[src/hdl/spc_pkg.sv]
`timescale 1ns / 1ps
// ----------------------------------------------------------------------------
// spc_pkg
// Shared constants and controller/datapath interface types for the shaded
// palette colour-map core.
// ----------------------------------------------------------------------------
package spc_pkg;

  // Field widths fixed by the interface.
  localparam int IDX_W   = 8;
  localparam int CHAN_W  = 8;
  localparam int SHADE_W = 6;
  localparam int FB_W    = 9;
  localparam int ENTRY_W = 3 * CHAN_W;

  // Default sizes of the palette and the light levels.
  localparam int PALETTE_SIZE_DEF = 256;
  localparam int SHADE_LEVELS_DEF = 64;

  // A shade of 32 leaves a channel unchanged, so the product is shifted by 5.
  localparam int UNIT_SHADE_SHIFT = 5;
  localparam logic [CHAN_W-1:0] CHANNEL_MAX = 8'd255;
  localparam logic [FB_W-1:0]   FULLBRIGHT_RESET = 9'd24;

  // Distance is the sum of three squared 8-bit differences.
  localparam int SQ_W   = 2 * CHAN_W;
  localparam int DIST_W = SQ_W + 2;

  // Action codes of an input transfer.
  localparam logic ACT_LOAD   = 1'b0;
  localparam logic ACT_LOOKUP = 1'b1;

  // Commands from the controller to the datapath.
  typedef struct packed {
    logic wr_en;      // write one palette entry
    logic src_rd;     // read the colour to be shaded, capture the level
    logic emit_self;  // fullbright: return the colour's own index
    logic shade_load; // shade the source colour and clear the search
    logic scan_rd;    // read the next palette entry of the search
  } cmd_t;

  // Status from the datapath to the controller.
  typedef struct packed {
    logic fullbright; // the offered colour is a fullbright
    logic cnt_last;   // the scan counter is on the final entry
    logic done;       // the final entry is being compared
  } status_t;

endpackage

[src/hdl/spc_ctrl.sv]
`timescale 1ns / 1ps
// ----------------------------------------------------------------------------
// spc_ctrl
// Controller of the colour-map core: takes input transfers and sequences the
// source read, the shading step and the palette scan.
// ----------------------------------------------------------------------------
module spc_ctrl (
  input  logic             clk,
  input  logic             rst_n,
  input  logic             start,
  input  logic             in_action,
  input  spc_pkg::status_t status,
  output spc_pkg::cmd_t    cmd,
  output logic             busy
);
  import spc_pkg::*;

  localparam logic [1:0] S_IDLE = 2'd0;
  localparam logic [1:0] S_SRC  = 2'd1;
  localparam logic [1:0] S_SCAN = 2'd2;
  localparam logic [1:0] S_WAIT = 2'd3;

  logic [1:0] state_r;
  logic [1:0] state_nxt;
  logic       accept;

  assign busy   = (state_r != S_IDLE);
  assign accept = start && !busy;

  // Commands follow the state and the offered transfer.
  always_comb begin
    cmd            = '0;
    cmd.wr_en      = accept && (in_action == ACT_LOAD);
    cmd.emit_self  = accept && (in_action == ACT_LOOKUP) && status.fullbright;
    cmd.src_rd     = accept && (in_action == ACT_LOOKUP) && !status.fullbright;
    cmd.shade_load = (state_r == S_SRC);
    cmd.scan_rd    = (state_r == S_SCAN);
  end

  // Next-state logic.
  always_comb begin
    state_nxt = state_r;
    case (state_r)
      S_IDLE: begin
        if (cmd.src_rd) begin
          state_nxt = S_SRC;
        end
      end
      S_SRC: begin
        state_nxt = S_SCAN;
      end
      S_SCAN: begin
        if (status.cnt_last) begin
          state_nxt = S_WAIT;
        end
      end
      S_WAIT: begin
        if (status.done) begin
          state_nxt = S_IDLE;
        end
      end
      default: begin
        state_nxt = S_IDLE;
      end
    endcase
  end

  // State register.
  always_ff @(posedge clk) begin
    if (!rst_n) begin
      state_r <= S_IDLE;
    end else begin
      state_r <= state_nxt;
    end
  end

endmodule

[config.mk]
export PLATFORM = sky130hd
export DESIGN_NAME = spc_ctrl
export DESIGN_NICKNAME = d
export VERILOG_FILES = /design/src/hdl/spc_pkg.sv /design/src/hdl/spc_ctrl.sv
export SDC_FILE = /design/constraint.sdc
export NUM_CORES = 1
export LEC_CHECK = 0
export BUFFER_PORTS_ARGS = -buffer_cell sky130_fd_sc_hd__buf_2
export CAP_MARGIN = 25
export CORE_AREA = 10 10 47 49
export DETAILED_ROUTE_END_ITERATION = 10
export DIE_AREA = 0 0 57 59
export PLACE_DENSITY_LB_ADDON = 0.15
export REMOVE_ABC_BUFFERS = 1
export SLEW_MARGIN = 20
export SYNTH_ARGS = -nofsm -noshare
export SYNTH_HDL_FRONTEND = slang
export SYNTH_SLANG_ARGS = --single-unit
[constraint.sdc]
create_clock -name clk -period 2.08 [get_ports clk]
set_clock_uncertainty 0.05 [all_clocks]
set_input_delay 0.104 -clock clk [delete_from_list [all_inputs] [get_ports clk]]
set_output_delay 0.104 -clock clk [all_outputs]
set_load 0.02 [all_outputs]
-- Yosys cells after proc, flatten, opt, wreduce, memory -nomap -nowiden
Index checks and enable logic that the tools add are counted.
- input bits: 7
- flip-flop bits (word level): 2
- logic and storage cells: 22
- output and inout port bits: 6
- mux-type cells: 4
- bitwise gates (word level): 1
- equality and inequality tests: 6
- reduce and logical (&&, ||, !) cells: 10
- operator list (cell ; count):
    $pmux W2 S4 ; 1
    $mux W2 ; 3
    $ne A2 B2 Y1 const B ; 3
    $logic_and A1 B1 Y1 ; 5
    $eq A2 B2 Y1 const B ; 2
    $reduce_and A3 Y1 ; 1
    $eq A2 B1 Y1 const B ; 1
    $logic_not A1 Y1 ; 2
    $logic_not A2 Y1 ; 1
    $reduce_bool A2 Y1 ; 1
    $not A1 Y1 ; 1

-- Depth between registers and ports, before layout
Gate-level depths: netlist of run 1.
- word-level depth: 7
- gate-level depth with buffers: 4
- depth with buffers taken out: 4

-- Least setup slack after synthesis of run 1
No wires, ideal clock.
- kind: register to output
- start: reg state_r[0]
- end: out cmd[3] in the netlist's numbering
- stages on the path, launching flop included: 5
- data arrival time: 1.206 ns
- slack: 0.720 ns
- required time: 1.926 ns
- path through: dfxtp_1 > inv_1 > ha_1 > nand2_1 > nor3b_1
- RTL lines (item ; RTL line ; source):
    start: declaration ; spc_ctrl.sv:23 ; logic [1:0] state_r;
    start signal: assignment ; spc_ctrl.sv:73 ; state_r <= state_nxt;
    end: declaration ; spc_ctrl.sv:13 ; output spc_pkg::cmd_t cmd,

==> results of run 1 <==
[final cells by class]
| cell class | instances | area [um^2] | area share [%] |
|---|---|---|---|
| Multi-Input combinational cell | 17 | 126 | 44.5 |
| Timing Repair Buffer | 12 | 60.1 | 21.1 |
| Sequential cell | 2 | 40.0 | 14.1 |
| Clock buffer | 3 | 22.5 | 7.93 |
| Tap cell | 16 | 20.0 | 7.05 |
| Inverter | 4 | 15.0 | 5.29 |
[worst reg2reg max path, stage by stage, from the launching register on]
cell,delay [ns]
sky130_fd_sc_hd__dfxtp_1,0.37
sky130_fd_sc_hd__inv_1,0.08
sky130_fd_sc_hd__ha_1,0.23
sky130_fd_sc_hd__a221o_1,0.37
sky130_fd_sc_hd__mux2i_1,0.13
[cells in the mapped netlist]
cell and count:
sky130_fd_sc_hd__ha_1 4, sky130_fd_sc_hd__inv_1 4, sky130_fd_sc_hd__nand2_1 4, sky130_fd_sc_hd__dfxtp_1 2, sky130_fd_sc_hd__nor2_1 2, sky130_fd_sc_hd__a21oi_1 1
sky130_fd_sc_hd__a221o_1 1, sky130_fd_sc_hd__mux2i_1 1, sky130_fd_sc_hd__nand3b_1 1, sky130_fd_sc_hd__nor2b_1 1, sky130_fd_sc_hd__nor3b_1 1, sky130_fd_sc_hd__o31ai_1 1
[cells by family (layout without fill, tap and decap cells)]
| group | after synthesis | after routing |
|---|---|---|
| buffers and inverters | 4 | 19 |
| flip-flops | 2 | 2 |
| multiplexers | 1 | 1 |
| AND/OR/NAND/NOR | 9 | 9 |
| adder cells (fa/ha/maj) | 4 | 4 |
| AO/OA/AOI/OAI | 3 | 3 |
[power groups by stage]
| stage | Sequential [W] | Combinational, W | Clock [W] |
|---|---|---|---|
| after floorplan | 0.0000632 | 0.000141 | 0 |
| after global placement | 0.0000651 | 0.000196 | 0 |
| after detailed placement | 0.0000659 | 0.000195 | 0 |
| after CTS | 0.0000651 | 0.000196 | 0.0000916 |
| after global routing | 0.0000666 | 0.000215 | 0.0000929 |
| final | 0.0000648 | 0.000190 | 0.0000875 |
[worst paths after layout]
| path | from | end | slack (ns) | depth (start not counted) |
|---|---|---|---|---|
| setup / recovery | state_r[0] | cmd[3] | 0.58 | 5 |
| hold / removal | rst_n | state_r[0] | 0.09 | 3 |
| setup reg to reg | state_r[1] | state_r[1] | 0.74 | 4 |
| hold reg to reg | state_r[1] | state_r[1] | 0.45 | 2 |
[stage by stage]
step / power, W / std cells
floorplan: 0.000205 / 23
global placement: 0.000261 / 51
detailed placement: 0.000261 / 51
CTS: 0.000353 / 54
global route: 0.000374 / 54
finish: 0.000342 / 54
[routing by layer]
| metal | global-route usage, % | share of wire (%) | up-vias |
|---|---|---|---|
| li1 | - | - | 106 |
| met1 | 3.65 | 51 | 92 |
| met2 | 4.19 | 41 | 10 |
| met3 | 2.15 | 7.5 | 0 |
| met4 | 5.03 | 0 | 0 |
| met5 | 0 | 0 | - |
==> metrics.txt, run 1 <==
# TYPE chip_impl_metric gauge
chip_impl_info{name="largest_register",value="state_r"} 1
chip_impl_metric{name="ir_worst_vdd",unit="mV"} 0.259
chip_impl_metric{name="gp_weighted_congestion",unit=""} 0.700
chip_impl_metric{name="final_layout_size_suffix_gt1_share",unit="%"} 39.5
chip_impl_metric{name="worst_ep_required_time",unit="ns"} 1.93
chip_impl_metric{name="tritoncts_num_sinks",unit=""} 2
chip_impl_metric{name="die_height",unit="um"} 59
chip_impl_metric{name="die_w",unit="um"} 57
chip_impl_info{name="tritoncts",value="yes"} 1
chip_impl_metric{name="synth_top_cell_area_share",unit="%"} 27.6
chip_impl_metric{name="final_core_utilization",unit="%"} 20.3
chip_impl_metric{name="timing.final.crit_period",unit="ns"} 1.50
chip_impl_metric{name="cts_resized",unit=""} 0
chip_impl_metric{name="number_of_flip_flops_and_latches_in_the_synthesized_netlist",unit=""} 2
chip_impl_metric{name="postRouteWirelength",unit="um"} 531
chip_impl_metric{name="yosysWarnings",unit=""} 0
chip_impl_metric{name="finish.instance_area",unit="um^2"} 284
chip_impl_info{name="path_cells",value="inv_1, ha_1, nand2_1, nor3b_1, buf_2"} 1
chip_impl_metric{name="timing.slew.headroom",unit="%"} 86.2
chip_impl_metric{name="antenna_violating_nets_post_route",unit=""} 0
chip_impl_metric{name="cts_hold_buf",unit=""} 0
chip_impl_metric{name="syn_area",unit="um^2"} 181
chip_impl_metric{name="switching_power_as_a_share_of_total_power",unit="%"} 44.5
chip_impl_metric{name="drc_errors",unit=""} 0
chip_impl_metric{name="comb_power_share",unit="%"} 55.5
chip_impl_metric{name="grt.total_usage",unit="%"} 3.58
chip_impl_metric{name="portBuffers",unit=""} 12
chip_impl_metric{name="crit_path_max_fanout",unit=""} 4
chip_impl_metric{name="worst_skew_pair.late_latency",unit="ns"} 0.22
chip_impl_info{name="mostFrequentLayoutCell",value="sky130_fd_sc_hd__buf_2"} 1
chip_impl_metric{name="post_synth_inst_count",unit=""} 23
chip_impl_metric{name="slew_viol_final",unit=""} 0
chip_impl_metric{name="design.core.area",unit="um^2"} 1400
chip_impl_metric{name="pre_cts_ws",unit="ns"} 0.734
chip_impl_info{name="worstSetupPathType",value="reg -> out"} 1
chip_impl_metric{name="cts.clk_slew.worst_paths",unit="ns"} 0.03
chip_impl_metric{name="via_count_of_the_first_global_routing_pass",unit=""} 248
chip_impl_metric{name="worst_hold_slack",unit="ns"} 0.0899
chip_impl_info{name="critical_path.slowest_cell",value="sky130_fd_sc_hd__dfxtp_1"} 1
chip_impl_metric{name="yosys.cell_types.count",unit=""} 12
chip_impl_metric{name="syn_to_final_growth",unit="%"} 56.6
chip_impl_metric{name="finalSetupViolCount",unit=""} 0
chip_impl_metric{name="globalRoute.totalOverflow",unit=""} 0
chip_impl_metric{name="fin_tns_setup",unit="ns"} 0
chip_impl_metric{name="final_worst_path_period_share",unit="%"} 72.0
chip_impl_info{name="critical_path.endpoint_type",value="output port"} 1
chip_impl_metric{name="setup_slack_of_the_critical_path_after_layout",unit="ns"} 0.583
chip_impl_metric{name="area_fraction_in_and_or_nand_and_nor_cells_after_synthesis",unit="%"} 24.1
chip_impl_metric{name="avgViaCountPerCell",unit=""} 3.85
chip_impl_metric{name="die-area",unit="um^2"} 3360
chip_impl_metric{name="power.static_leakage",unit="nW"} 0.162
chip_impl_metric{name="final-hold-violation-count",unit=""} 0
chip_impl_info{name="min_path_type",value="in -> reg"} 1
chip_impl_metric{name="critical_path_buf_inv_count",unit=""} 2
chip_impl_info{name="timing.critical_path.max_delay_family",value="flip-flops"} 1
chip_impl_metric{name="maxCapViolations",unit=""} 0
chip_impl_metric{name="compound_cell_area_share_of_the_yosys_netlist",unit="%"} 12.4
chip_impl_metric{name="fillCellCount",unit=""} 175
chip_impl_metric{name="synthAdderAreaFrac",unit="%"} 27.6
chip_impl_metric{name="tritoncts.num_buffers",unit=""} 3
chip_impl_info{name="synth_top_family_by_area",value="adder cells"} 1
chip_impl_info{name="setup.worst_path.start_class",value="flop"} 1
chip_impl_metric{name="start_util",unit="%"} 12.9
chip_impl_metric{name="critPathMaxStageDelay",unit="ns"} 0.31
chip_impl_metric{name="grt_first_pass_wirelength",unit="um"} 890
chip_impl_info{name="clk_root_buffer_cell",value="sky130_fd_sc_hd__clkbuf_4"} 1
chip_impl_info{name="synthDominantAreaCellType",value="sky130_fd_sc_hd__ha_1"} 1
chip_impl_metric{name="drt-initial-drc-count",unit=""} 1
chip_impl_metric{name="initial_antenna_violation_count",unit=""} 0
chip_impl_info{name="mostFrequentLayoutCells",value="sky130_fd_sc_hd__buf_2 (12), sky130_fd_sc_hd__inv_1 (4), sky130_fd_sc_hd__nand2_1 (4), sky130_fd_sc_hd__ha_1 (4), sky130_fd_sc_hd__clkbuf_4 (3)"} 1
chip_impl_metric{name="place_area",unit="um^2"} 262
chip_impl_metric{name="switching_power",unit="W"} 0.000152
chip_impl_metric{name="finish.net_count",unit=""} 51
chip_impl_info{name="layout_top_registers",value="state_r (2)"} 1
chip_impl_metric{name="grt_max_degree",unit=""} 5
chip_impl_metric{name="synth.mux.area_fraction",unit="%"} 5.52
chip_impl_metric{name="ios",unit=""} 13
chip_impl_metric{name="antennaDiodeCount",unit=""} 0
chip_impl_metric{name="detailedRoute.firstPassIterationCount",unit=""} 2
chip_impl_metric{name="cts_h_tree_depth",unit=""} 1
chip_impl_metric{name="dp.final_hpwl",unit="um"} 461
chip_impl_metric{name="largest_register_ffs",unit=""} 2
chip_impl_info{name="status",value="finished clean"} 1
chip_impl_metric{name="clockPowerShare",unit="%"} 25.6
chip_impl_metric{name="placement_rows",unit=""} 14
chip_impl_metric{name="internal_power",unit="W"} 0.000190
chip_impl_info{name="setup_repair_after_global_routing_missed_its_margin",value="no"} 1
chip_impl_metric{name="timing.fmax",unit="GHz"} 0.668
chip_impl_metric{name="part_of_the_yosys_area_used_for_sequential_elements",unit="%"} 22.1
chip_impl_metric{name="vias",unit=""} 208
chip_impl_metric{name="power_dens_cells",unit="nW/um^2"} 1210
chip_impl_metric{name="arrival",unit="ns"} 1.34
chip_impl_metric{name="max_slew.worst_pin.slew",unit="ns"} 0.205
chip_impl_metric{name="synth.avg_cell_area",unit="um^2"} 7.89
chip_impl_metric{name="post_cts.repair.setup_buffers",unit=""} 0
chip_impl_metric{name="post_synth_xor_area_fraction",unit="%"} 0
chip_impl_metric{name="detail_route.wl_per_cell",unit="um"} 9.83
chip_impl_metric{name="ctsLongestPathBuffers",unit=""} 2
chip_impl_metric{name="pwr-share-seq",unit="%"} 18.9
chip_impl_info{name="synthTopCellsByArea",value="sky130_fd_sc_hd__ha_1 (28%), sky130_fd_sc_hd__dfxtp_1 (22%), sky130_fd_sc_hd__inv_1 (8.3%)"} 1
No activity file was read; power rests on OpenSTA's default activity.
==> run 2, diff against run 1 <==
==> constraint.sdc (replaced) <==
create_clock -name clk -period 1.28 [get_ports clk]
set_clock_uncertainty 0.05 [all_clocks]
set_input_delay 0.064 -clock clk [delete_from_list [all_inputs] [get_ports clk]]
set_output_delay 0.064 -clock clk [all_outputs]
set_load 0.02 [all_outputs]
==> metrics.txt, run 2 (synthesized netlist as in run 1, its figures left out) <==
# TYPE chip_impl_metric gauge
chip_impl_metric{name="power_dens_cells",unit="nW/um^2"} 2080
chip_impl_metric{name="crit_path_max_fanout",unit=""} 2
chip_impl_metric{name="cts.clk_slew.worst_paths",unit="ns"} 0.03
chip_impl_metric{name="maxCapViolations",unit=""} 0
chip_impl_info{name="largest_register",value="state_r"} 1
chip_impl_info{name="mostFrequentLayoutCell",value="sky130_fd_sc_hd__buf_4"} 1
chip_impl_metric{name="cts_hold_buf",unit=""} 0
chip_impl_metric{name="final-hold-violation-count",unit=""} 0
chip_impl_metric{name="worst_hold_stages",unit=""} 3
chip_impl_metric{name="syn_to_final_growth",unit="%"} 139
chip_impl_info{name="mostFrequentLayoutCells",value="sky130_fd_sc_hd__buf_4 (10), sky130_fd_sc_hd__buf_2 (7), sky130_fd_sc_hd__buf_6 (4)"} 1
chip_impl_metric{name="portBuffers",unit=""} 12
chip_impl_metric{name="final_core_utilization",unit="%"} 31.0
chip_impl_metric{name="gp_weighted_congestion",unit=""} 0.686
chip_impl_info{name="layout_top_registers",value="state_r (2)"} 1
chip_impl_info{name="hp-start",value="rst_n"} 1
chip_impl_metric{name="final_layout_size_suffix_gt1_share",unit="%"} 74.5
chip_impl_metric{name="timing.fmax",unit="GHz"} 0.744
chip_impl_metric{name="avgViaCountPerCell",unit=""} 4.10
chip_impl_metric{name="design_power_total",unit="W"} 0.000903
chip_impl_metric{name="r2r.worst_path.cells",unit=""} 5
chip_impl_metric{name="final_worst_path_period_share",unit="%"} 105
chip_impl_info{name="status",value="finished, violations left"} 1
chip_impl_metric{name="slew_viol_final",unit=""} 0
chip_impl_metric{name="path_depth",unit=""} 5
chip_impl_metric{name="dp.final_hpwl",unit="um"} 486
chip_impl_metric{name="ir_worst_vdd",unit="mV"} 0.571
chip_impl_metric{name="tritoncts.num_buffers",unit=""} 3
chip_impl_metric{name="largest_register_ffs",unit=""} 2
chip_impl_metric{name="worst_skew_pair.late_latency",unit="ns"} 0.23
chip_impl_metric{name="critical_path_buf_inv_count",unit=""} 1
chip_impl_info{name="timing.critical_path.max_delay_family",value="flip-flops"} 1
chip_impl_metric{name="detail_route.wl_per_cell",unit="um"} 11.0
chip_impl_metric{name="drc_errors",unit=""} 0
chip_impl_info{name="path_cells",value="buf_4, ha_1, nor2b_4, a221o_1, mux2i_1"} 1
chip_impl_metric{name="tritoncts_num_sinks",unit=""} 2
chip_impl_info{name="critical_path.slowest_cell",value="sky130_fd_sc_hd__dfxtp_2"} 1
chip_impl_info{name="setup.worst_path.start_class",value="flop"} 1
chip_impl_metric{name="detailedRoute.firstPassIterationCount",unit=""} 4
chip_impl_metric{name="timing.slew.headroom",unit="%"} 86.3
chip_impl_metric{name="die-area",unit="um^2"} 3360
chip_impl_info{name="setup_repair_after_global_routing_missed_its_margin",value="yes"} 1
chip_impl_metric{name="globalRoute.totalOverflow",unit=""} 0
chip_impl_metric{name="cts_h_tree_depth",unit=""} 1
chip_impl_metric{name="antenna_violating_nets_post_route",unit=""} 0
chip_impl_info{name="critical_path.endpoint_type",value="flop"} 1
chip_impl_metric{name="postRouteWirelength",unit="um"} 691
chip_impl_metric{name="die_w",unit="um"} 57
chip_impl_info{name="min_path_type",value="in -> reg"} 1
chip_impl_metric{name="arrival",unit="ns"} 1.40
chip_impl_metric{name="setup_slack_of_the_critical_path_after_layout",unit="ns"} -0.0644
chip_impl_metric{name="critPathMaxStageDelay",unit="ns"} 0.31
chip_impl_metric{name="power.static_leakage",unit="nW"} 0.214
chip_impl_metric{name="via_count_of_the_first_global_routing_pass",unit=""} 322
chip_impl_metric{name="ios",unit=""} 13
chip_impl_info{name="clk_root_buffer_cell",value="sky130_fd_sc_hd__clkbuf_4"} 1
chip_impl_metric{name="grt_first_pass_wirelength",unit="um"} 1210
chip_impl_metric{name="initial_antenna_violation_count",unit=""} 0
chip_impl_metric{name="drt-initial-drc-count",unit=""} 3
chip_impl_metric{name="finish.net_count",unit=""} 60
chip_impl_info{name="timing.critical_path.from",value="state_r[0]"} 1
chip_impl_metric{name="worst_ep_required_time",unit="ns"} 1.33
chip_impl_info{name="regToRegStartpoint",value="state_r[0]"} 1
chip_impl_metric{name="start_util",unit="%"} 12.9
chip_impl_info{name="violations",value="setup timing"} 1
chip_impl_metric{name="placement_rows",unit=""} 14
chip_impl_metric{name="vias",unit=""} 258
chip_impl_metric{name="antennaDiodeCount",unit=""} 0
chip_impl_metric{name="design.core.area",unit="um^2"} 1400
chip_impl_metric{name="grt.total_usage",unit="%"} 4.74
chip_impl_metric{name="ctsLongestPathBuffers",unit=""} 2
chip_impl_metric{name="die_height",unit="um"} 59
chip_impl_metric{name="max_slew.worst_pin.slew",unit="ns"} 0.204
chip_impl_metric{name="timing.final.crit_period",unit="ns"} 1.34
chip_impl_metric{name="finalSetupViolCount",unit=""} 4
chip_impl_info{name="worstSetupPathType",value="reg -> reg"} 1
chip_impl_info{name="tritoncts",value="yes"} 1
chip_impl_metric{name="grt_max_degree",unit=""} 5
-- run 2: changes by cell type in the layout (fill, tap and decap cells not counted), sizes merged --
cell,before,now
buf,12,21
-- run 2: what timing repair did --
item,CTS,global route
hold endpoints to repair,0,0
endpoints found under the setup margin,7,7
setup buffers,3,1
gates resized for setup,18,7
pin swaps,4,3
-- run 2: path summary, 6_finish.rpt --
path                     end  slack (ns)
hold / removal    state_r[0]        0.04
setup / recovery  state_r[1]       -0.06
setup reg to reg  state_r[1]       -0.06
hold reg to reg   state_r[1]        0.57
-- run 2: stage by stage --
stage	hold WS [ns]	setup WS (ns)	TNS [ns]	instances	cell area, um^2
finish	0.0418	-0.0644	-0.175	63	434
global route	0.0636	-0.124	-0.546	63	434
CTS	0.0347	-0.0823	-0.186	62	404
detailed placement	0.283	-0.0765	-0.172	56	299
global placement	0.283	-0.0800	-0.169	56	299
floorplan	0.143	-0.0535	-0.111	23	181
-- run 2: worst register-to-register path, cell delays in order, from the launching register on --
cell and delay (ns):
sky130_fd_sc_hd__dfxtp_2 0.31, sky130_fd_sc_hd__buf_4 0.13, sky130_fd_sc_hd__ha_1 0.19, sky130_fd_sc_hd__nor2b_4 0.13
sky130_fd_sc_hd__a221o_1 0.30, sky130_fd_sc_hd__mux2i_1 0.13
-- run 2: area by class of cell --
class / count / area [um^2]
Fill cell: 162 / 967
Tap cell: 16 / 20.0
Clock buffer: 3 / 22.5
Inverter: 4 / 15.0
Sequential cell: 2 / 42.5
Timing Repair Buffer: 21 / 155
Multi-Input combinational cell: 17 / 179
-- run 2: power by group --
| part | leakage, nW | internal (W) | switching, W | total (W) |
|---|---|---|---|---|
| Sequential | 0.0172 | 0.0000910 | 0.0000162 | 0.000107 |
| Combinational | 0.183 | 0.000358 | 0.000298 | 0.000656 |
| Clock | 0.0138 | 0.000103 | 0.0000360 | 0.000139 |
-- run 2: per-layer routing --
layer  vias to the layer above  share of wire (%)  wire length, um  GRT usage, %
met3                         2                 11               73          2.15
met5                         -                  0                0             0
li1                        125                  -                -             -
met1                       117                 39              270          4.35
met4                         0                2.5               17          6.04
met2                        14                 48              329          6.98
==> run 3, diff against run 2 <==
--- a/config.mk
+++ b/config.mk
@@ -8,6 +8,7 @@
 export BUFFER_PORTS_ARGS = -buffer_cell sky130_fd_sc_hd__buf_2
 export CAP_MARGIN = 25
 export CORE_AREA = 10 10 47 49
+export CTS_BUF_LIST = sky130_fd_sc_hd__clkbuf_16
 export DETAILED_ROUTE_END_ITERATION = 10
 export DIE_AREA = 0 0 57 59
 export PLACE_DENSITY_LB_ADDON = 0.15
==> metrics.txt, run 3 (synthesized netlist as in run 1, its figures left out) <==
# TYPE chip_impl_metric gauge
chip_impl_info{name="status",value="finished, violations left"} 1
chip_impl_info{name="violations",value="setup timing"} 1
chip_impl_info{name="layout_top_registers",value="state_r (2)"} 1
chip_impl_metric{name="fin_tns_setup",unit="ns"} -0.124
chip_impl_metric{name="fillCellCount",unit=""} 158
chip_impl_info{name="worstSetupPathType",value="reg -> reg"} 1
chip_impl_metric{name="maxCapViolations",unit=""} 0
chip_impl_metric{name="design.core.area",unit="um^2"} 1400
chip_impl_metric{name="antennaDiodeCount",unit=""} 0
chip_impl_metric{name="syn_to_final_growth",unit="%"} 158
chip_impl_info{name="setup_repair_after_global_routing_missed_its_margin",value="yes"} 1
chip_impl_metric{name="detailedRoute.firstPassIterationCount",unit=""} 4
chip_impl_info{name="mostFrequentLayoutCells",value="sky130_fd_sc_hd__buf_4 (10), sky130_fd_sc_hd__buf_2 (7)"} 1
chip_impl_metric{name="tritoncts_num_sinks",unit=""} 2
chip_impl_metric{name="timing.slew.headroom",unit="%"} 86.5
chip_impl_metric{name="gp_weighted_congestion",unit=""} 0.686
chip_impl_metric{name="pre_cts_ws",unit="ns"} -0.0765
chip_impl_metric{name="setup_slack_of_the_critical_path_after_layout",unit="ns"} -0.0602
chip_impl_info{name="mostFrequentLayoutCell",value="sky130_fd_sc_hd__buf_4"} 1
chip_impl_info{name="setup.worst_path.start_class",value="flop"} 1
chip_impl_metric{name="cts_h_tree_depth",unit=""} 1
chip_impl_metric{name="slew_viol_final",unit=""} 0
chip_impl_metric{name="grt_first_pass_wirelength",unit="um"} 1240
chip_impl_info{name="largest_register",value="state_r"} 1
chip_impl_metric{name="start_util",unit="%"} 12.9
chip_impl_metric{name="power_dens_cells",unit="nW/um^2"} 2570
chip_impl_metric{name="cts.clk_slew.worst_paths",unit="ns"} 0.03
chip_impl_metric{name="final_core_utilization",unit="%"} 33.4
chip_impl_metric{name="final-hold-violation-count",unit=""} 0
chip_impl_info{name="critical_path.slowest_cell",value="sky130_fd_sc_hd__dfxtp_2"} 1
chip_impl_metric{name="cts_hold_buf",unit=""} 0
chip_impl_info{name="tritoncts",value="yes"} 1
chip_impl_metric{name="grt.total_usage",unit="%"} 4.78
chip_impl_metric{name="final_worst_path_period_share",unit="%"} 105
chip_impl_metric{name="dp.final_hpwl",unit="um"} 486
chip_impl_metric{name="max_slew.worst_pin.slew",unit="ns"} 0.201
chip_impl_metric{name="grt_max_degree",unit=""} 5
chip_impl_metric{name="timing.final.crit_period",unit="ns"} 1.34
chip_impl_metric{name="timing.fmax",unit="GHz"} 0.746
chip_impl_metric{name="globalRoute.totalOverflow",unit=""} 0
chip_impl_metric{name="ios",unit=""} 13
chip_impl_metric{name="via_count_of_the_first_global_routing_pass",unit=""} 329
chip_impl_metric{name="tritoncts.num_buffers",unit=""} 3
chip_impl_metric{name="critical_path_buf_inv_count",unit=""} 1
chip_impl_metric{name="ctsLongestPathBuffers",unit=""} 2
chip_impl_metric{name="final_layout_size_suffix_gt1_share",unit="%"} 71.7
chip_impl_metric{name="arrival",unit="ns"} 1.39
chip_impl_metric{name="die_w",unit="um"} 57
chip_impl_metric{name="antenna_violating_nets_post_route",unit=""} 0
chip_impl_metric{name="initial_antenna_violation_count",unit=""} 0
chip_impl_metric{name="portBuffers",unit=""} 12
chip_impl_metric{name="finish.net_count",unit=""} 59
chip_impl_metric{name="power.static_leakage",unit="nW"} 0.232
chip_impl_metric{name="drt-initial-drc-count",unit=""} 3
chip_impl_metric{name="finalSetupViolCount",unit=""} 3
chip_impl_info{name="critical_path.endpoint_type",value="flop"} 1
chip_impl_info{name="min_path_type",value="in -> reg"} 1
chip_impl_metric{name="die-area",unit="um^2"} 3360
chip_impl_info{name="path_cells",value="buf_4, ha_1, nor2b_4, a221o_1, mux2i_1"} 1
chip_impl_metric{name="crit_path_max_fanout",unit=""} 2
chip_impl_metric{name="vias",unit=""} 253
chip_impl_metric{name="drc_errors",unit=""} 0
chip_impl_metric{name="die_height",unit="um"} 59
chip_impl_metric{name="detail_route.wl_per_cell",unit="um"} 11.4
chip_impl_metric{name="largest_register_ffs",unit=""} 2
chip_impl_metric{name="multi_input_gate_area_in_the_final_layout",unit="um^2"} 171
chip_impl_metric{name="worst_ep_required_time",unit="ns"} 1.33
chip_impl_metric{name="postRouteWirelength",unit="um"} 709
chip_impl_metric{name="worst_skew_pair.late_latency",unit="ns"} 0.22
chip_impl_metric{name="final-seq-area",unit="um^2"} 42.5
chip_impl_info{name="timing.critical_path.max_delay_family",value="flip-flops"} 1
chip_impl_metric{name="placement_rows",unit=""} 14
chip_impl_info{name="clk_root_buffer_cell",value="sky130_fd_sc_hd__clkbuf_16"} 1
chip_impl_metric{name="avgViaCountPerCell",unit=""} 4.08
chip_impl_metric{name="critPathMaxStageDelay",unit="ns"} 0.31
chip_impl_metric{name="ir_worst_vdd",unit="mV"} 0.949
==> run 3: worst min-delay path, stage by stage <==
cell,delay (ns)
sky130_fd_sc_hd__buf_2,0.11
sky130_fd_sc_hd__o31ai_1,0.06
sky130_fd_sc_hd__a21oi_1,0.04
==> run 3: cell type report <==
| class | instances | share of cell area [%] |
|---|---|---|
| clock buffers | 3 | 16.0 |
| inverters | 4 | 3.21 |
| multi-input cells | 17 | 36.6 |
| flip-flops and latches | 2 | 9.09 |
| well taps | 16 | 4.28 |
| repair buffers | 20 | 30.7 |
==> run 3: where the power goes <==
part           switching (W)  total (W)  internal (W)
Clock              0.0000691   0.000466      0.000397
Sequential         0.0000167   0.000108     0.0000911
Combinational       0.000288   0.000629      0.000341
Total               0.000374    0.00120      0.000829
==> run 3: routing by layer <==
metal | wire [um] | global-route usage [%] | vias to the layer above | part of all wire, %
met2 | 346 | 7.60 | 14 | 49
met4 | 11 | 5.03 | 0 | 1.6
met3 | 76 | 2.15 | 2 | 11
met5 | 0 | 0 | - | 0
li1 | - | - | 125 | -
met1 | 274 | 4.36 | 112 | 39
==> run 3: repair_timing <==
item / CTS / global route
gates cloned: 0 / 0
resized for setup: 18 / 4
setup buffers: 3 / 0
pin swaps: 4 / 2
setup endpoints to repair: 7 / 7
==> run 3: final timing paths <==
| path | startpoint | end | slack, ns | depth (start not counted) |
|---|---|---|---|---|
| max | state_r[0] | state_r[1] | -0.06 | 5 |
| min | rst_n | state_r[0] | 0.05 | 3 |
| max reg2reg | state_r[0] | state_r[1] | -0.06 | 5 |
| min reg2reg | state_r[1] | state_r[1] | 0.56 | 3 |
==> run 3: per-stage QoR <==
stage	std cells	hold WS (ns)	power, W	instance area, um^2
3_3_place_gp	56	0.283	0.000511	299
6_report	62	0.0507	0.00120	468
3_5_place_dp	56	0.283	0.000514	299
4_1_cts	62	0.0510	0.00119	457
2_1_floorplan	23	0.143	0.000332	181
5_1_grt	62	0.0804	0.00129	468
